## src/rtl/ipus_pkg.sv

```systemverilog
// ipus_pkg: shared constants, types and tables for the iris polar unwrap sampler
// no dependencies; used by every rtl module of the block

package ipus_pkg;

  // frame and sampling grid
  localparam int FRAME_WIDTH  = 512;
  localparam int FRAME_HEIGHT = 512;
  localparam int ANGLE_STEPS  = 256;
  localparam int RADIAL_STEPS = 64;

  localparam int COL_W     = $clog2(FRAME_WIDTH);
  localparam int ROW_W     = $clog2(FRAME_HEIGHT);
  localparam int ADDR_W    = COL_W + ROW_W;
  localparam int ANG_W     = $clog2(ANGLE_STEPS);
  localparam int RAD_SHIFT = $clog2(RADIAL_STEPS);
  localparam int PIX_W     = 8;

  // datapath widths
  localparam int RADIUS_W  = 10;
  localparam int TRIG_W    = 17;
  localparam int TRIG_FRAC = 15;
  localparam int PROD_W    = RADIUS_W + TRIG_W;
  localparam int COORD_W   = 13;
  localparam int MAP_W     = 11;
  localparam int VEC_W     = 34;
  localparam int ANGLE_W   = 33;
  localparam int PHASE_W   = 32;

  // cordic
  localparam int CORDIC_STEPS = 16;
  localparam int STEP_W       = $clog2(CORDIC_STEPS);
  localparam logic signed [VEC_W-1:0]  CORDIC_START = VEC_W'(652032874);
  localparam logic signed [TRIG_W-1:0] ONE_Q15      = TRIG_W'(32768);

  localparam logic [PIX_W-1:0] OUTSIDE_VALUE = 8'hFF;

  // job queue
  localparam int QDEPTH = 4;
  localparam int QPTR_W = $clog2(QDEPTH);

  // configuration port
  localparam int CFG_INDEX_W = 4;
  localparam int CFG_DATA_W  = 9;

  typedef enum logic [CFG_INDEX_W-1:0] {
    REG_CENTER_X     = 4'd0,
    REG_CENTER_Y     = 4'd1,
    REG_PUPIL_RADIUS = 4'd2,
    REG_IRIS_RADIUS  = 4'd3
  } cfg_reg_t;

  typedef enum logic {
    OP_WRITE  = 1'b0,
    OP_SAMPLE = 1'b1
  } opcode_t;

  typedef enum logic [1:0] {
    QUAD_I,
    QUAD_II,
    QUAD_III,
    QUAD_IV
  } quad_t;

  typedef enum logic [2:0] {
    ST_IDLE,
    ST_ROTATE,
    ST_ROUND,
    ST_MULT,
    ST_COORD,
    ST_READ,
    ST_DONE
  } back_state_t;

  typedef struct packed {
    logic                        is_sample;
    logic [ADDR_W-1:0]           addr;
    logic [PIX_W-1:0]            data;
    logic [ANG_W-1:0]            angle;
    logic signed [RADIUS_W-1:0]  radius;
  } job_t;

  typedef struct packed {
    logic full;
    logic empty;
  } q_stat_t;

  typedef struct packed {
    logic busy;
    logic res_load;
  } back_stat_t;

  // arctangent of 2^-k in units of 2^-32 turn
  function automatic logic signed [ANGLE_W-1:0] atan_step(input logic [STEP_W-1:0] k);
    logic signed [ANGLE_W-1:0] a;
    case (k)
      4'd0:    a = ANGLE_W'(32'h20000000);
      4'd1:    a = ANGLE_W'(32'h12E4051E);
      4'd2:    a = ANGLE_W'(32'h09FB385B);
      4'd3:    a = ANGLE_W'(32'h051111D4);
      4'd4:    a = ANGLE_W'(32'h028B0D43);
      4'd5:    a = ANGLE_W'(32'h0145D7E1);
      4'd6:    a = ANGLE_W'(32'h00A2F61E);
      4'd7:    a = ANGLE_W'(32'h00517C55);
      4'd8:    a = ANGLE_W'(32'h0028BE53);
      4'd9:    a = ANGLE_W'(32'h00145F2F);
      4'd10:   a = ANGLE_W'(32'h000A2F98);
      4'd11:   a = ANGLE_W'(32'h000517CC);
      4'd12:   a = ANGLE_W'(32'h00028BE6);
      4'd13:   a = ANGLE_W'(32'h000145F3);
      4'd14:   a = ANGLE_W'(32'h0000A2FA);
      default: a = ANGLE_W'(32'h0000517D);
    endcase
    return a;
  endfunction

endpackage

```

## src/rtl/ipus_fifo.sv

```systemverilog
// ipus_fifo: short register queue of job entries between front and back
// depends on ipus_pkg (job_t, q_stat_t, QDEPTH)

module ipus_fifo (
  input  logic               clk,
  input  logic               rst,
  input  logic               push,
  input  ipus_pkg::job_t     din,
  input  logic               pop,
  output ipus_pkg::job_t     head,
  output ipus_pkg::q_stat_t  stat
);

  ipus_pkg::job_t                slots [ipus_pkg::QDEPTH];
  logic [ipus_pkg::QPTR_W-1:0]   wr_ptr;
  logic [ipus_pkg::QPTR_W-1:0]   rd_ptr;
  logic [ipus_pkg::QPTR_W:0]     count;

  always_ff @(posedge clk) begin
    if (rst) begin
      wr_ptr <= '0;
      rd_ptr <= '0;
      count  <= '0;
    end else begin
      if (push) wr_ptr <= wr_ptr + 1'b1;
      if (pop) rd_ptr <= rd_ptr + 1'b1;
      count <= count + (ipus_pkg::QPTR_W+1)'(push) - (ipus_pkg::QPTR_W+1)'(pop);
    end
  end

  always_ff @(posedge clk) begin
    if (push) slots[wr_ptr] <= din;
  end

  assign head       = slots[rd_ptr];
  assign stat.full  = (count == (ipus_pkg::QPTR_W+1)'(ipus_pkg::QDEPTH));
  assign stat.empty = (count == '0);

endmodule

```

## config.mk

```make
export PLATFORM = sky130hd
export DESIGN_NAME = ipus_fifo
export DESIGN_NICKNAME = d
export VERILOG_FILES = /design/src/rtl/ipus_pkg.sv /design/src/rtl/ipus_fifo.sv
export SDC_FILE = /design/constraint.sdc
export NUM_CORES = 1
export LEC_CHECK = 0
export BUFFER_PORTS_ARGS = -buffer_cell sky130_fd_sc_hd__buf_2
export CAP_MARGIN = 10
export CORE_UTILIZATION = 35
export CTS_CLUSTER_SIZE = 24
export DETAILED_ROUTE_END_ITERATION = 10
export PLACE_DENSITY = 0.53
export SLEW_MARGIN = 20
export SYNTH_ARGS = -nofsm -noshare
export SYNTH_HDL_FRONTEND = slang
export SYNTH_SLANG_ARGS = --single-unit
```

## constraint.sdc

```tcl
create_clock -name clk -period 4.65 [get_ports clk]
set_input_delay 0 -clock clk [delete_from_list [all_inputs] [get_ports clk]]
set_output_delay 0 -clock clk [all_outputs]
set_load 0.02 [all_outputs]
```

==> out/metrics.cfg <==
[route]
dr.pass1.iters = 4
drt-initial-drc-count = 202
wl_per_cell_um = 18.33
drc = 0
via_per_inst = 4.652
wirelength_mm = 13.05
via_count = 3312
drt.antenna.violating_nets = 0

[synth]
avgSynthCellArea_um2 = 25.25
synth_seq_cells = 189
ys_async_sr_fraction_pct = 0
ys.flop_type = edfxtp_1
syn-cell-area_mm2 = 0.006993
synthCells = 277
syn-num-nets = 333
synth_cell_types = 22
yosys_warnings = 0
ys_seq_area_share_pct = 79.87
synth_edf_count = 180

[cells_and_area]
area_delta_synth_final_pct = 26.21
final_cell_mix = edfxtp_1 (180), buf_2 (95), dlygate4sd3_1 (49)
drive_gt1_share_pct = 39.15
diodes = 0
final_common_cell = edfxtp_1
n_fill_cell = 1718
final_nets = 491

[power]
total_power_mw = 3.913
p_leak_nw = 3.013
p_per_area_mw_per_mm2 = 443.3
irDropWorstVdd_uv = 275.0

[floorplanning]
fp.dieH_um = 143.4
rows = 51
initial_core_util_pct = 35.81
fp.coreArea_mm2 = 0.01953
ios = 96
die_area_mm2 = 0.02055
die_w_um = 143.4

[grt]
grt_max_degree = 46
track_usage_pct = 13.61
antenna_found_initial = 0
overflow = 0
first_global_vias = 3557
grt_pass1_wl_mm = 19.70

[clock_tree]
cts_tree = done
clkTransAtPathRegs_ns = 0.06
numCtsBuffers = 17
cts_setup_buffers = 0
root_buffer = clkbuf_16
htreeDepth = 4
clock_latency_ns = 0.43
clock_path_buffers = 2
cts_sinks = 189
ctsResizeCount = 0

[place]
io_buffers = 95
place_hpwl_mm = 7.641
place_congestion = 0.6370

[hold_path]
hp-class = input port to flop

[worst_setup_path]
start_kind = flop
slowest_delay_ns = 0.99
crit_required_ns = 4.65
critPathSlowestCell = dfxtp_4
path_cells = mux4_1, buf_2
arrival_ns = 2.32
critPathKind = flop to output port
crit_fanout = 45
cp-end-kind = output port

[sta]
fmax_mhz = 430.6
slew_violations = 0
max_slew_margin_pct = 36.34
fin_worst_skew_ns = 0.008177
grt_setup_unrepaired = no
tns_ns = 0
finalCriticalPeriod_ns = 2.322
max_slew.worst_pin.slew_ns = 0.9548
hold_viol_final = 0
fin_crit_sh_pct = 49.94
finalSetupViolations = 0

[run_status]
status = completed

[run]
drv_cap = 0

[critical path, delay by kind of cell (launching register included)]
family | cells | cell delay [ns]
DFF | 1 | 0.99
muxes | 1 | 0.71
buffers and inverters | 1 | 0.19
[synthesized netlist by cell type (2+ instances only)]
library cell  instances  area (um^2)
mux4_1                5        131.4
inv_1                 6        22.52
buf_12                4        80.08
ha_1                  6        75.07
edfxtp_1            180         5405
mux4_2               40        900.9
buf_2                 4        20.02
nor2b_1               2        12.51
xnor2_1               2        17.52
and2_1                4        25.02
nor2_1                5        18.77
dfxtp_1               9        180.2
[report_power, final]
part,leakage (nW),switching (mW),internal [mW],total [mW]
registers,1.73,0.0497,1.96,2.01
logic,1.01,0.226,0.200,0.426
clock network,0.279,0.589,0.892,1.48
total,3.01,0.866,3.05,3.91
[state kept, by name, indices dropped and copies added, names as in the netlist, named ones only]
signal  count
count       3
wr_ptr      2
slots     180
rd_ptr      2
[path summary, 6_finish.rpt]
check,startpoint,endpoint,slack (ns),cells after the start
setup / recovery,flop,head[44],2.33,2
hold / removal,din[37],slots[3][37],0.32,2
setup reg to reg,wr_ptr[0],slots[2][10],2.73,4
hold reg to reg,rd_ptr[1],flop,0.55,2
[cell type report]
| cell class | instances | area, um^2 | area share, % |
|---|---|---|---|
| Clock buffer | 19 | 432.9 | 4.905 |
| Sequential cell | 189 | 5590 | 63.34 |
| Clock inverter | 12 | 171.4 | 1.942 |
| Tap cell | 265 | 331.6 | 3.757 |
| Multi-Input combinational cell | 72 | 1274 | 14.43 |
| Timing Repair Buffer | 149 | 1003 | 11.37 |
| Inverter | 6 | 22.52 | 0.2552 |
[per-layer routing]
metal / track usage [%] / up-vias / wire, um / part of all wire [%]
li1: - / 1475 / - / -
met1: 17.66 / 1748 / 6134 / 47
met2: 21.39 / 70 / 6162 / 47
met3: 4.265 / 19 / 548 / 4.2
met4: 5.375 / 0 / 206 / 1.6
met5: 0 / - / 0 / 0
[logic make-up (layout without fill, tap and decap cells)]
group | Yosys count | in the layout | share of synthesized area (%)
AND/OR/NAND/NOR | 14 | 14 | 1.074
adder cells (fa/ha/maj) | 7 | 7 | 1.360
multiplexers | 46 | 46 | 14.90
AO/OA/AOI/OAI | 2 | 2 | 0.2146
buffers and inverters | 16 | 186 | 1.986
flip-flops | 189 | 189 | 79.87
XOR/XNOR | 3 | 3 | 0.5905
[through the flow]
stage          cells  hold slack [ns]  area [um^2]  utilization (%)  setup slack, ns
2_1_floorplan    277          0.07161         6993                -            2.621
3_3_place_gp     632           0.2127         7731            39.59            2.684
3_5_place_dp     632           0.2185         7731            39.59            2.662
4_1_cts          712           0.3007         8826            45.20            2.247
5_1_grt          712           0.3172         8826            45.20            2.165
6_report         712           0.3182         8826            45.20            2.328
[repair_timing]
item	in CTS	in global routing
hold buffers	49	0
endpoints found under the setup margin	0	0
hold endpoints to repair	189	0
Note: power is estimated with default switching activity, not from simulation.
