### config.mk
export PLATFORM = sky130hd
export DESIGN_NAME = ipus_front
export DESIGN_NICKNAME = d
export VERILOG_FILES = /design/src/rtl/ipus_pkg.sv /design/src/rtl/ipus_front.sv
export SDC_FILE = /design/constraint.sdc
export NUM_CORES = 1
export LEC_CHECK = 0
export ABC_CLOCK_PERIOD_IN_PS = 13200
export BUFFER_PORTS_ARGS = -buffer_cell sky130_fd_sc_hd__clkbuf_2
export CORE_ASPECT_RATIO = 0.6
export CORE_MARGIN = 1.5
export CORE_UTILIZATION = 60
export DETAILED_ROUTE_END_ITERATION = 7
export GPL_ROUTABILITY_DRIVEN = 0
export PLACE_DENSITY = 0.87
export SLEW_MARGIN = 20
export SYNTH_ARGS = -nofsm -noshare
export SYNTH_HDL_FRONTEND = slang
export SYNTH_SLANG_ARGS = --single-unit
### constraint.sdc
create_clock -name vclk -period 13.2
set_clock_uncertainty 0.1 [all_clocks]
set_input_delay 0 -clock vclk [all_inputs]
set_output_delay 0 -clock vclk [all_outputs]
set_load 0.05 [all_outputs]
### src/rtl/ipus_pkg.sv
// ipus_pkg: shared constants, types and tables for the iris polar unwrap sampler
// no dependencies; used by every rtl module of the block

package ipus_pkg;

  // frame and sampling grid
  localparam int FRAME_WIDTH  = 512;
  localparam int FRAME_HEIGHT = 512;
  localparam int ANGLE_STEPS  = 256;
  localparam int RADIAL_STEPS = 64;

  localparam int COL_W     = $clog2(FRAME_WIDTH);
  localparam int ROW_W     = $clog2(FRAME_HEIGHT);
  localparam int ADDR_W    = COL_W + ROW_W;
  localparam int ANG_W     = $clog2(ANGLE_STEPS);
  localparam int RAD_SHIFT = $clog2(RADIAL_STEPS);
  localparam int PIX_W     = 8;

  // datapath widths
  localparam int RADIUS_W  = 10;
  localparam int TRIG_W    = 17;
  localparam int TRIG_FRAC = 15;
  localparam int PROD_W    = RADIUS_W + TRIG_W;
  localparam int COORD_W   = 13;
  localparam int MAP_W     = 11;
  localparam int VEC_W     = 34;
  localparam int ANGLE_W   = 33;
  localparam int PHASE_W   = 32;

  // cordic
  localparam int CORDIC_STEPS = 16;
  localparam int STEP_W       = $clog2(CORDIC_STEPS);
  localparam logic signed [VEC_W-1:0]  CORDIC_START = VEC_W'(652032874);
  localparam logic signed [TRIG_W-1:0] ONE_Q15      = TRIG_W'(32768);

  localparam logic [PIX_W-1:0] OUTSIDE_VALUE = 8'hFF;

  // job queue
  localparam int QDEPTH = 4;
  localparam int QPTR_W = $clog2(QDEPTH);

  // configuration port
  localparam int CFG_INDEX_W = 4;
  localparam int CFG_DATA_W  = 9;

  typedef enum logic [CFG_INDEX_W-1:0] {
    REG_CENTER_X     = 4'd0,
    REG_CENTER_Y     = 4'd1,
    REG_PUPIL_RADIUS = 4'd2,
    REG_IRIS_RADIUS  = 4'd3
  } cfg_reg_t;

  typedef enum logic {
    OP_WRITE  = 1'b0,
    OP_SAMPLE = 1'b1
  } opcode_t;

  typedef enum logic [1:0] {
    QUAD_I,
    QUAD_II,
    QUAD_III,
    QUAD_IV
  } quad_t;

  typedef enum logic [2:0] {
    ST_IDLE,
    ST_ROTATE,
    ST_ROUND,
    ST_MULT,
    ST_COORD,
    ST_READ,
    ST_DONE
  } back_state_t;

  typedef struct packed {
    logic                        is_sample;
    logic [ADDR_W-1:0]           addr;
    logic [PIX_W-1:0]            data;
    logic [ANG_W-1:0]            angle;
    logic signed [RADIUS_W-1:0]  radius;
  } job_t;

  typedef struct packed {
    logic full;
    logic empty;
  } q_stat_t;

  typedef struct packed {
    logic busy;
    logic res_load;
  } back_stat_t;

  // arctangent of 2^-k in units of 2^-32 turn
  function automatic logic signed [ANGLE_W-1:0] atan_step(input logic [STEP_W-1:0] k);
    logic signed [ANGLE_W-1:0] a;
    case (k)
      4'd0:    a = ANGLE_W'(32'h20000000);
      4'd1:    a = ANGLE_W'(32'h12E4051E);
      4'd2:    a = ANGLE_W'(32'h09FB385B);
      4'd3:    a = ANGLE_W'(32'h051111D4);
      4'd4:    a = ANGLE_W'(32'h028B0D43);
      4'd5:    a = ANGLE_W'(32'h0145D7E1);
      4'd6:    a = ANGLE_W'(32'h00A2F61E);
      4'd7:    a = ANGLE_W'(32'h00517C55);
      4'd8:    a = ANGLE_W'(32'h0028BE53);
      4'd9:    a = ANGLE_W'(32'h00145F2F);
      4'd10:   a = ANGLE_W'(32'h000A2F98);
      4'd11:   a = ANGLE_W'(32'h000517CC);
      4'd12:   a = ANGLE_W'(32'h00028BE6);
      4'd13:   a = ANGLE_W'(32'h000145F3);
      4'd14:   a = ANGLE_W'(32'h0000A2FA);
      default: a = ANGLE_W'(32'h0000517D);
    endcase
    return a;
  endfunction

endpackage

### src/rtl/ipus_front.sv
// ipus_front: accepts input items, drops off-frame writes, forms the job entry
// depends on ipus_pkg (job_t, q_stat_t, frame constants)

module ipus_front (
  input  logic                              push,
  output logic                              full,
  input  logic                              opcode,
  input  logic [8:0]                        pixel_col,
  input  logic [8:0]                        pixel_row,
  input  logic [7:0]                        pixel_value,
  input  logic [7:0]                        angle_index,
  input  logic [5:0]                        radial_index,
  input  logic [7:0]                        pupil_radius,
  input  logic [7:0]                        iris_radius,
  input  ipus_pkg::q_stat_t                 q_stat,
  output logic                              q_push,
  output ipus_pkg::job_t                    job
);

  logic                 is_sample;
  logic                 in_frame;
  logic signed [8:0]    ring_width;
  logic signed [7:0]    step_mul;
  logic signed [16:0]   ring_prod;
  logic signed [16:0]   ring_quot;

  assign is_sample = (ipus_pkg::opcode_t'(opcode) == ipus_pkg::OP_SAMPLE);
  assign in_frame  = (32'(pixel_col) < 32'(ipus_pkg::FRAME_WIDTH)) &&
                     (32'(pixel_row) < 32'(ipus_pkg::FRAME_HEIGHT));

  // radius: pupil + (iris - pupil) * (j + 1) / steps, quotient toward zero
  assign ring_width = $signed({1'b0, iris_radius}) - $signed({1'b0, pupil_radius});
  assign step_mul   = $signed({1'b0, 7'(radial_index) + 7'd1});
  assign ring_prod  = 17'(ring_width) * 17'(step_mul);
  assign ring_quot  = (ring_prod + (ring_prod[16] ? 17'(ipus_pkg::RADIAL_STEPS - 1) : 17'sd0))
                      >>> ipus_pkg::RAD_SHIFT;

  assign full   = q_stat.full;
  assign q_push = push && !q_stat.full && (is_sample || in_frame);

  always_comb begin
    job.is_sample = is_sample;
    job.addr      = {pixel_row[ipus_pkg::ROW_W-1:0], pixel_col[ipus_pkg::COL_W-1:0]};
    job.data      = pixel_value;
    job.angle     = angle_index[ipus_pkg::ANG_W-1:0];
    job.radius    = $signed({2'b00, pupil_radius}) + ring_quot[ipus_pkg::RADIUS_W-1:0];
  end

endmodule

==> impl_metrics.prom, run 1 <==
# TYPE chip_impl_metric gauge
chip_impl_metric{name="yosys.cell_types.count",unit=""} 49
chip_impl_metric{name="syn-mean-instance-area",unit="sq um"} 8.10
chip_impl_metric{name="max_clock_freq",unit="MHz"} 109
chip_impl_metric{name="design.die.area",unit="sq um"} 6720
chip_impl_metric{name="via_per_inst",unit=""} 5.33
chip_impl_info{name="outcome",value="finished, final reports clean"} 1
chip_impl_metric{name="hold_violations",unit=""} 0
chip_impl_metric{name="floorplan.initialDensity",unit="%"} 61.7
chip_impl_metric{name="syn_nets",unit=""} 627
chip_impl_metric{name="io_buffers",unit=""} 36
chip_impl_metric{name="grt_remaining_overflow",unit=""} 0
chip_impl_metric{name="die_h",unit="um"} 64.1
chip_impl_metric{name="die_w",unit="um"} 105
chip_impl_metric{name="num_vias",unit=""} 3076
chip_impl_info{name="critPathKind",value="in -> out"} 1
chip_impl_metric{name="worst_slew_pin_slew",unit="ns"} 0.989
chip_impl_metric{name="crit_fanout",unit=""} 7
chip_impl_metric{name="ctsResizeCount",unit=""} 0
chip_impl_metric{name="post-route-period-util",unit="%"} 69.7
chip_impl_info{name="slowest_stage",value="sky130_fd_sc_hd__nor3b_1"} 1
chip_impl_metric{name="synth_seq_area_share",unit="%"} 0
chip_impl_metric{name="cp_data_arrival_time",unit="ns"} 9.10
chip_impl_info{name="layout.cells.most_common",value="sky130_fd_sc_hd__inv_1"} 1
chip_impl_metric{name="layout-drive-gt1-share",unit="%"} 12.2
chip_impl_metric{name="multi_input_gate_area_in_the_final_layout",unit="sq um"} 3100
chip_impl_metric{name="postRouteAntennaNets",unit=""} 0
chip_impl_metric{name="sequential_cell_total",unit=""} 0
chip_impl_info{name="hold_start",value="q_stat[1]"} 1
chip_impl_metric{name="first_iter_violations",unit=""} 161
chip_impl_metric{name="clkbuf_count",unit=""} 0
chip_impl_metric{name="postLayoutSetupSlackWorst",unit="ns"} 4.00
chip_impl_metric{name="design.core.area",unit="sq um"} 6060
chip_impl_metric{name="nets",unit=""} 661
chip_impl_metric{name="setup-tns-final",unit="ns"} 0
chip_impl_info{name="most-common-layout-cells",value="94 x sky130_fd_sc_hd__inv_1, 59 x sky130_fd_sc_hd__nor2_1, 53 x sky130_fd_sc_hd__fa_1, 53 x sky130_fd_sc_hd__ha_1, 36 x sky130_fd_sc_hd__clkbuf_2"} 1
chip_impl_metric{name="cts_post_setup_buffers_inserted",unit=""} 0
chip_impl_metric{name="yosysWarningCount",unit=""} 0
chip_impl_info{name="rsz0062_at_grt",value="no"} 1
chip_impl_info{name="type_of_destination_of_the_critical_path",value="output port"} 1
chip_impl_metric{name="cp_slowest_stage_delay",unit="ns"} 0.73
chip_impl_metric{name="grt_pass1_wl",unit="um"} 14600
chip_impl_metric{name="routed_wire_length_per_instance",unit="um"} 14.3
chip_impl_metric{name="antenna_found_initial",unit=""} 0
chip_impl_info{name="critPathLaunch",value="pupil_radius[1]"} 1
chip_impl_metric{name="detailedRoute.firstPassIterationCount",unit=""} 5
chip_impl_metric{name="grt_pass1_vias",unit=""} 3158
chip_impl_metric{name="dp_worst_setup_slack",unit="ns"} 4.19
chip_impl_metric{name="timing.max_cap.violations",unit=""} 0
chip_impl_metric{name="cts_hold_buffers",unit=""} 35
chip_impl_metric{name="rel_slew_slack",unit="%"} 33.6
chip_impl_metric{name="diodes",unit=""} 0
chip_impl_metric{name="place.detailed.hpwl",unit="um"} 6620
chip_impl_metric{name="syn2layout_area_growth",unit="%"} 9.44
chip_impl_metric{name="grt_max_degree",unit=""} 13
chip_impl_metric{name="remaining_drc_errors",unit=""} 0
chip_impl_info{name="worst_hold_path_type",value="in -> out"} 1
chip_impl_metric{name="grt_util_all_layers",unit="%"} 26.6
chip_impl_metric{name="setup_viol",unit=""} 0
chip_impl_metric{name="timing_max_transition_violations_final",unit=""} 0
chip_impl_metric{name="number_of_i_o_pins",unit=""} 107
chip_impl_metric{name="seqCellArea",unit="sq um"} 0
chip_impl_info{name="category_of_the_worst_setup_path_launch_point",value="input pin"} 1
chip_impl_metric{name="synth.cell_area",unit="sq um"} 3740
chip_impl_metric{name="drt-total-wl",unit="um"} 8270
chip_impl_metric{name="final.fill_count",unit=""} 496
chip_impl_metric{name="placement_rows",unit=""} 22
chip_impl_metric{name="period_needed",unit="ns"} 9.20
chip_impl_metric{name="syn-instance-count",unit=""} 461
chip_impl_metric{name="worst-endpoint-required",unit="ns"} 13.10
-- cell usage after synthesis (2+ instances only) --
cell,instances,area (sq um)
sky130_fd_sc_hd__o21bai_1,6,45.0
sky130_fd_sc_hd__nand2b_1,4,25.0
sky130_fd_sc_hd__a21boi_0,4,30.0
sky130_fd_sc_hd__a211oi_1,2,15.0
sky130_fd_sc_hd__nand2_1,12,45.0
sky130_fd_sc_hd__a21o_1,5,37.5
sky130_fd_sc_hd__or3_1,5,31.3
sky130_fd_sc_hd__buf_4,36,270
sky130_fd_sc_hd__and3_1,2,12.5
sky130_fd_sc_hd__a21boi_1,2,15.0
sky130_fd_sc_hd__xor2_1,14,123
sky130_fd_sc_hd__o21ai_0,14,70.1
sky130_fd_sc_hd__o2111ai_1,2,17.5
sky130_fd_sc_hd__ha_1,53,663
sky130_fd_sc_hd__a21oi_1,11,55.1
sky130_fd_sc_hd__nand3_1,4,20.0
sky130_fd_sc_hd__or2_2,14,87.6
sky130_fd_sc_hd__nor3_1,7,35.0
sky130_fd_sc_hd__xnor2_1,23,201
sky130_fd_sc_hd__nor4_1,2,12.5
sky130_fd_sc_hd__inv_1,94,353
sky130_fd_sc_hd__a31oi_1,2,12.5
sky130_fd_sc_hd__and2_1,2,12.5
sky130_fd_sc_hd__a221o_1,2,20.0
sky130_fd_sc_hd__nor2_1,59,221
sky130_fd_sc_hd__nor2b_1,4,25.0
sky130_fd_sc_hd__fa_1,53,1060
sky130_fd_sc_hd__clkbuf_1,2,7.51
-- layout make-up --
type               instances  area share [%]
repair buffers            71            13.0
multi-input cells        328            75.8
inverters                 94            8.63
well taps                 84            2.57
-- per-stage QoR --
| stage | area, sq um | std cells | utilization (%) | hold slack [ns] |
|---|---|---|---|---|
| 6_report | 4090 | 577 | 67.5 | 0.212 |
| 5_1_grt | 4090 | 577 | 67.5 | 0.231 |
| 4_1_cts | 4090 | 577 | 67.5 | 0.214 |
| 3_5_place_dp | 3740 | 542 | 61.7 | -0.0997 |
| 3_3_place_gp | 3740 | 542 | 61.7 | -0.0997 |
| 2_1_floorplan | 3740 | 461 | - | 0.0671 |
-- routing by layer --
metal	GRT usage [%]	routed length (um)	up-vias
met1	37.0	3820	1465
met4	3.25	95	0
li1	-	-	1492
met3	2.35	554	8
met2	46.7	3800	111
met5	0	0	-
-- cell families (layout without fill, tap and decap cells) --
| kind of cell | Yosys count | after routing | share of synthesized area, % |
|---|---|---|---|
| adder cells (fa/ha/maj) | 107 | 107 | 46.5 |
| AND/OR/NAND/NOR | 123 | 123 | 16.4 |
| buffers and inverters | 133 | 165 | 17.0 |
| AO/OA/AOI/OAI | 61 | 61 | 11.5 |
| XOR/XNOR | 37 | 37 | 8.67 |
-- worst max-delay path: cells and delay by family --
family	cells	cell delay, ns
adders and majority gates	8	3.18
buffers and inverters	6	0.69
and+or+nand+nor	10	2.48
AOI/OAI and AO/OA	11	2.33
xor gates and xnor gates	2	0.41
-- final timing paths --
kind / to / slack (ns) / depth (start not counted)
setup / recovery: job[9] / 4.00 / 37
hold / removal: full / 0.21 / 2
Power of run 1 is not shown: default switching activity piles up to over one toggle a cycle in this logic, so the estimate is an artifact.
==> run 2, diff against run 1 <==
--- a/config.mk
+++ b/config.mk
@@ -5,14 +5,15 @@
 export SDC_FILE = /design/constraint.sdc
 export NUM_CORES = 1
 export LEC_CHECK = 0
-export ABC_CLOCK_PERIOD_IN_PS = 13200
+export ABC_AREA = 1
+export ABC_CLOCK_PERIOD_IN_PS = 7840
 export BUFFER_PORTS_ARGS = -buffer_cell sky130_fd_sc_hd__clkbuf_2
 export CORE_ASPECT_RATIO = 0.6
 export CORE_MARGIN = 1.5
-export CORE_UTILIZATION = 60
+export CORE_UTILIZATION = 51
 export DETAILED_ROUTE_END_ITERATION = 7
 export GPL_ROUTABILITY_DRIVEN = 0
-export PLACE_DENSITY = 0.87
+export PLACE_DENSITY = 0.78
 export SLEW_MARGIN = 20
 export SYNTH_ARGS = -nofsm -noshare
 export SYNTH_HDL_FRONTEND = slang
==> constraint.sdc (replaced) <==
create_clock -name vclk -period 7.84
set_clock_uncertainty 0.1 [all_clocks]
set_input_delay 0 -clock vclk [all_inputs]
set_output_delay 0 -clock vclk [all_outputs]
set_load 0.05 [all_outputs]
==> run 2 against run 1 <==
Via count increased by 21%. Highest routed layer unchanged. Non-clock buffer count increased by 1. Sequential cell count unchanged.
==> impl_metrics.prom, run 2 <==
# TYPE chip_impl_metric gauge
chip_impl_info{name="most-common-layout-cells",value="155 x sky130_fd_sc_hd__inv_1, 123 x sky130_fd_sc_hd__nand2_1, 70 x sky130_fd_sc_hd__nor2_1"} 1
chip_impl_metric{name="cts_post_setup_buffers_inserted",unit=""} 0
chip_impl_metric{name="seqCellArea",unit="sq um"} 0
chip_impl_metric{name="remaining_drc_errors",unit=""} 0
chip_impl_info{name="synthMostInstantiatedCell",value="sky130_fd_sc_hd__inv_1"} 1
chip_impl_metric{name="postRouteAntennaNets",unit=""} 0
chip_impl_metric{name="num_vias",unit=""} 3721
chip_impl_metric{name="hold_path_depth",unit=""} 2
chip_impl_metric{name="detailed_place.area",unit="sq um"} 4130
chip_impl_metric{name="layout-drive-gt1-share",unit="%"} 9.78
chip_impl_metric{name="first_iter_violations",unit=""} 280
chip_impl_metric{name="grt_pass1_wl",unit="um"} 15800
chip_impl_metric{name="setup_viol",unit=""} 0
chip_impl_metric{name="timing_max_transition_violations_final",unit=""} 0
chip_impl_metric{name="placement_rows",unit=""} 25
chip_impl_metric{name="detailedRoute.firstPassIterationCount",unit=""} 5
chip_impl_metric{name="grt_util_all_layers",unit="%"} 22.4
chip_impl_info{name="worst_hold_path_type",value="in -> out"} 1
chip_impl_metric{name="period_needed",unit="ns"} 7.39
chip_impl_info{name="worst_hold_path.endpoint",value="full"} 1
chip_impl_metric{name="synth.cell_area",unit="sq um"} 4080
chip_impl_metric{name="syn-mean-instance-area",unit="sq um"} 6.70
chip_impl_metric{name="hold_violations",unit=""} 0
chip_impl_metric{name="yosys.cell_types.count",unit=""} 30
chip_impl_metric{name="clkbuf_count",unit=""} 0
chip_impl_metric{name="worst_slew_pin_slew",unit="ns"} 0.711
chip_impl_info{name="hold_start",value="q_stat[1]"} 1
chip_impl_metric{name="rel_slew_slack",unit="%"} 52.4
chip_impl_metric{name="syn_nets",unit=""} 775
chip_impl_info{name="type_of_destination_of_the_critical_path",value="output port"} 1
chip_impl_metric{name="cp_slowest_stage_delay",unit="ns"} 0.57
chip_impl_info{name="slowest_stage",value="sky130_fd_sc_hd__fa_1"} 1
chip_impl_metric{name="crit_fanout",unit=""} 6
chip_impl_metric{name="post_layout_nonfiller_instances",unit=""} 752
chip_impl_metric{name="yosysWarningCount",unit=""} 0
chip_impl_metric{name="die_w",unit="um"} 119
chip_impl_metric{name="cp_data_arrival_time",unit="ns"} 7.29
chip_impl_metric{name="via_per_inst",unit=""} 4.95
chip_impl_metric{name="post-route-period-util",unit="%"} 94.2
chip_impl_info{name="synth_top_cells_by_count",value="156 x sky130_fd_sc_hd__inv_1, 123 x sky130_fd_sc_hd__nand2_1, 70 x sky130_fd_sc_hd__nor2_1"} 1
chip_impl_info{name="ys_top_cells_by_area",value="sky130_fd_sc_hd__fa_1 26%, sky130_fd_sc_hd__ha_1 16%, sky130_fd_sc_hd__inv_1 14%, sky130_fd_sc_hd__nand2_1 11%, sky130_fd_sc_hd__buf_4 6.6%"} 1
chip_impl_metric{name="syn-instance-count",unit=""} 609
chip_impl_metric{name="dpl.cell_count",unit=""} 717
chip_impl_info{name="critPathKind",value="in -> out"} 1
chip_impl_metric{name="die_h",unit="um"} 72.3
chip_impl_metric{name="timing.max_cap.violations",unit=""} 0
chip_impl_info{name="critical_path.most_common_cell",value="sky130_fd_sc_hd__nand2_1"} 1
chip_impl_metric{name="grt_remaining_overflow",unit=""} 0
chip_impl_metric{name="setup-tns-final",unit="ns"} 0
chip_impl_metric{name="drt-total-wl",unit="um"} 9650
chip_impl_metric{name="syn2layout_area_growth",unit="%"} 10.1
chip_impl_metric{name="nets",unit=""} 812
chip_impl_metric{name="grt_pass1_vias",unit=""} 3370
chip_impl_metric{name="antenna_found_initial",unit=""} 0
chip_impl_metric{name="finalInstanceArea",unit="sq um"} 4490
chip_impl_metric{name="number_of_i_o_pins",unit=""} 107
chip_impl_metric{name="worst-endpoint-required",unit="ns"} 7.74
chip_impl_info{name="category_of_the_worst_setup_path_launch_point",value="input pin"} 1
chip_impl_metric{name="postLayoutCoreUtil",unit="%"} 57.5
chip_impl_metric{name="synth_seq_area_share",unit="%"} 0
chip_impl_metric{name="design.die.area",unit="sq um"} 8570
chip_impl_info{name="layout.cells.most_common",value="sky130_fd_sc_hd__inv_1"} 1
chip_impl_metric{name="place.detailed.hpwl",unit="um"} 8280
chip_impl_metric{name="io_buffers",unit=""} 36
chip_impl_metric{name="max_clock_freq",unit="MHz"} 135
chip_impl_metric{name="design.core.area",unit="sq um"} 7820
chip_impl_info{name="outcome",value="finished, final reports clean"} 1
chip_impl_metric{name="floorplan.initialDensity",unit="%"} 52.2
chip_impl_metric{name="diodes",unit=""} 0
chip_impl_metric{name="sequential_cell_total",unit=""} 0
chip_impl_metric{name="grt_max_degree",unit=""} 10
chip_impl_metric{name="routed_wire_length_per_instance",unit="um"} 12.8
chip_impl_metric{name="synth_top_area_share",unit="%"} 26.0
chip_impl_info{name="synth_area_leader_cell",value="sky130_fd_sc_hd__fa_1"} 1
## run 2: cell types whose count changed in the layout (fill, tap and decap cells not counted), moves of 8 or more
cell / previous run / this run
sky130_fd_sc_hd__xor2_1: 14 / 23
sky130_fd_sc_hd__or2_2: 14 / 3
sky130_fd_sc_hd__nand2_1: 12 / 123
sky130_fd_sc_hd__inv_1: 94 / 155
sky130_fd_sc_hd__nor2_1: 59 / 70
sky130_fd_sc_hd__nand3_1: 4 / 24
sky130_fd_sc_hd__a21oi_1: 11 / 19
sky130_fd_sc_hd__o21ai_0: 14 / 3
sky130_fd_sc_hd__xnor2_1: 23 / 1
## run 2: how the worst max path moves through the flow
stage | startpoint | endpoint | slack, ns
floorplan | iris_radius[0] | job[8] | 0.79
global placement | pupil_radius[0] | job[9] | 0.43
detailed placement | pupil_radius[0] | job[8] | 0.23
CTS | pupil_radius[0] | job[8] | 0.21
global route | pupil_radius[3] | job[8] | -0.04
finish | pupil_radius[3] | job[9] | 0.45
## run 2: timing repair
action / CTS / global route
resized for setup: 0 / 12
setup endpoints to repair: 0 / 5
hold buffers: 35 / 0
hold endpoints to repair: 35 / 0
## run 2: layer usage
layer	GRT usage [%]	part of all wire, %	vias up
met4	0.669	0.22	0
met5	0	0	-
li1	-	-	1851
met2	35.4	44	120
met1	35.4	49	1747
met3	1.81	7.0	3
## run 2: critical path: cells and delay by family
family                     cells  cell delay [ns]
and+or+nand+nor               16             1.47
xor gates and xnor gates       1             0.14
buffers and inverters         12             1.07
adders and majority gates      7             3.19
AOI/OAI and AO/OA              9             1.42
## run 2: layout make-up
cell class / count / area, sq um
Fill cell: 745 / 3330
Inverter: 158 / 593
Multi-Input combinational cell: 414 / 3220
Timing Repair Buffer: 72 / 543
Tap cell: 108 / 135
## run 2: cell families after synthesis
logic type	share of synthesized area [%]
AO/OA/AOI/OAI	4.69
XOR/XNOR	5.55
adder cells (fa/ha/maj)	42.2
AND/OR/NAND/NOR	26.3
buffers and inverters	21.2
## run 2: metrics by stage
step,hold slack (ns),worst slack (ns)
final,0.218,0.451
after global placement,-0.0997,0.431
after floorplan,0.0671,0.788
after CTS,0.219,0.208
after global routing,0.229,-0.0375
after detailed placement,-0.0997,0.227
Power of run 2 is left out for the same reason.
==> run 3, diff against run 2 <==
--- a/config.mk
+++ b/config.mk
@@ -14,6 +14,7 @@
 export DETAILED_ROUTE_END_ITERATION = 7
 export GPL_ROUTABILITY_DRIVEN = 0
 export PLACE_DENSITY = 0.78
+export RECOVER_POWER = 50
 export SLEW_MARGIN = 20
 export SYNTH_ARGS = -nofsm -noshare
 export SYNTH_HDL_FRONTEND = slang
==> run 3 against run 2 <==
Worst hold slack improved by 0.057 ns. Critical path type unchanged. Cell count unchanged. Largest cell class unchanged. Count of clock-buffer cells in the layout did not move.
==> impl_metrics.prom, run 3 (synthesis results as in run 2) <==
# TYPE chip_impl_metric gauge
chip_impl_info{name="outcome",value="finished, final reports clean"} 1
chip_impl_metric{name="sequential_cell_total",unit=""} 0
chip_impl_metric{name="post-route-period-util",unit="%"} 94.2
chip_impl_metric{name="detailedRoute.firstPassIterationCount",unit=""} 5
chip_impl_metric{name="hold_path_depth",unit=""} 2
chip_impl_metric{name="setup_viol",unit=""} 0
chip_impl_metric{name="setup-tns-final",unit="ns"} 0
chip_impl_metric{name="place.detailed.hpwl",unit="um"} 8280
chip_impl_metric{name="design.die.area",unit="sq um"} 8570
chip_impl_metric{name="die_h",unit="um"} 72.3
chip_impl_metric{name="number_of_i_o_pins",unit=""} 107
chip_impl_metric{name="cp_slowest_stage_delay",unit="ns"} 0.57
chip_impl_metric{name="hold-worst-slack",unit="ns"} 0.275
chip_impl_info{name="most-common-layout-cells",value="155 x sky130_fd_sc_hd__inv_1, 123 x sky130_fd_sc_hd__nand2_1, 70 x sky130_fd_sc_hd__nor2_1"} 1
chip_impl_metric{name="io_buffers",unit=""} 36
chip_impl_metric{name="antenna_found_initial",unit=""} 0
chip_impl_metric{name="num_vias",unit=""} 3730
chip_impl_metric{name="timing_max_transition_violations_final",unit=""} 0
chip_impl_metric{name="via_per_inst",unit=""} 4.96
chip_impl_metric{name="grt_remaining_overflow",unit=""} 0
chip_impl_info{name="critical_path.most_common_cell",value="sky130_fd_sc_hd__nand2_1"} 1
chip_impl_metric{name="die_w",unit="um"} 119
chip_impl_metric{name="worst_slew_pin_slew",unit="ns"} 0.711
chip_impl_metric{name="nets",unit=""} 812
chip_impl_metric{name="diodes",unit=""} 0
chip_impl_metric{name="placement_rows",unit=""} 25
chip_impl_info{name="type_of_destination_of_the_critical_path",value="output port"} 1
chip_impl_metric{name="remaining_drc_errors",unit=""} 0
chip_impl_info{name="category_of_the_worst_setup_path_launch_point",value="input pin"} 1
chip_impl_info{name="worst_hold_path_type",value="in -> out"} 1
chip_impl_metric{name="crit_fanout",unit=""} 6
chip_impl_info{name="layout.cells.most_common",value="sky130_fd_sc_hd__inv_1"} 1
chip_impl_metric{name="layout-drive-gt1-share",unit="%"} 9.47
chip_impl_metric{name="floorplan.initialDensity",unit="%"} 52.2
chip_impl_metric{name="grt_max_degree",unit=""} 10
chip_impl_info{name="hold_start",value="q_stat[1]"} 1
chip_impl_metric{name="clkbuf_count",unit=""} 0
chip_impl_metric{name="drt-total-wl",unit="um"} 9650
chip_impl_metric{name="postRouteAntennaNets",unit=""} 0
chip_impl_metric{name="routed_wire_length_per_instance",unit="um"} 12.8
chip_impl_metric{name="design.core.area",unit="sq um"} 7820
chip_impl_metric{name="grt_pass1_wl",unit="um"} 15800
chip_impl_metric{name="syn2layout_area_growth",unit="%"} 9.99
chip_impl_info{name="worst_hold_path.endpoint",value="full"} 1
chip_impl_info{name="slowest_stage",value="sky130_fd_sc_hd__fa_1"} 1
chip_impl_metric{name="cp_data_arrival_time",unit="ns"} 7.29
chip_impl_metric{name="timing.max_cap.violations",unit=""} 0
chip_impl_metric{name="first_iter_violations",unit=""} 280
chip_impl_metric{name="max_clock_freq",unit="MHz"} 135
chip_impl_metric{name="postLayoutCoreUtil",unit="%"} 57.4
chip_impl_metric{name="worst-endpoint-required",unit="ns"} 7.74
chip_impl_metric{name="grt_pass1_vias",unit=""} 3370
chip_impl_metric{name="seqCellArea",unit="sq um"} 0
chip_impl_metric{name="cts_post_setup_buffers_inserted",unit=""} 0
chip_impl_metric{name="grt_util_all_layers",unit="%"} 22.4
chip_impl_metric{name="rel_slew_slack",unit="%"} 52.5
chip_impl_info{name="critPathKind",value="in -> out"} 1
chip_impl_metric{name="hold_violations",unit=""} 0
chip_impl_metric{name="period_needed",unit="ns"} 7.39
## run 3: cell counts in the layout (fill, tap and decap cells not counted)
Identical to the previous run, type by type.
## run 3: final cells by class
cell class,instances,area (sq um)
multi-input cells,414,3220
inverters,158,593
repair buffers,72,541
fillers,747,3330
well taps,108,135
## run 3: repair_timing
action                                 in CTS  in global routing
hold buffers                               35                  0
gates resized for setup                     0                 12
endpoints found under the hold margin      35                  0
setup endpoints to repair                   0                  5
## run 3: how the worst max path moves through the flow
stage                     from  endpoint  slack, ns  depth (start not counted)
2_1_floorplan   iris_radius[0]    job[8]       0.79                         38
3_3_place_gp   pupil_radius[0]    job[9]       0.43                         40
3_5_place_dp   pupil_radius[0]    job[8]       0.23                         38
4_1_cts        pupil_radius[0]    job[8]       0.21                         38
5_1_grt        pupil_radius[3]    job[8]      -0.04                         43
6_report       pupil_radius[3]    job[9]       0.45                         45
## run 3: through the flow
step | worst slack, ns | cells | area [sq um]
3_5_place_dp | 0.227 | 717 | 4130
4_1_cts | 0.208 | 752 | 4480
2_1_floorplan | 0.788 | 609 | 4080
5_1_grt | -0.0375 | 752 | 4490
6_report | 0.451 | 752 | 4490
3_3_place_gp | 0.431 | 717 | 4130
## run 3: metal layers
layer | wire (um) | vias to the layer above | track usage, %
met5 | 0 | - | 0
met4 | 21 | 0 | 0.669
met3 | 684 | 3 | 1.81
met2 | 4240 | 126 | 35.4
met1 | 4700 | 1750 | 35.4
li1 | - | 1851 | -
## run 3: worst max-delay path, delay by kind of cell
family                   cells  cell delay, ns
adder cells (fa/ha/maj)      7            3.19
AND/OR/NAND/NOR             16            1.47
AO/OA/AOI/OAI                9            1.42
buffers and inverters       12            1.07
XOR/XNOR                     1            0.14
Power of run 3 is left out for the same reason.
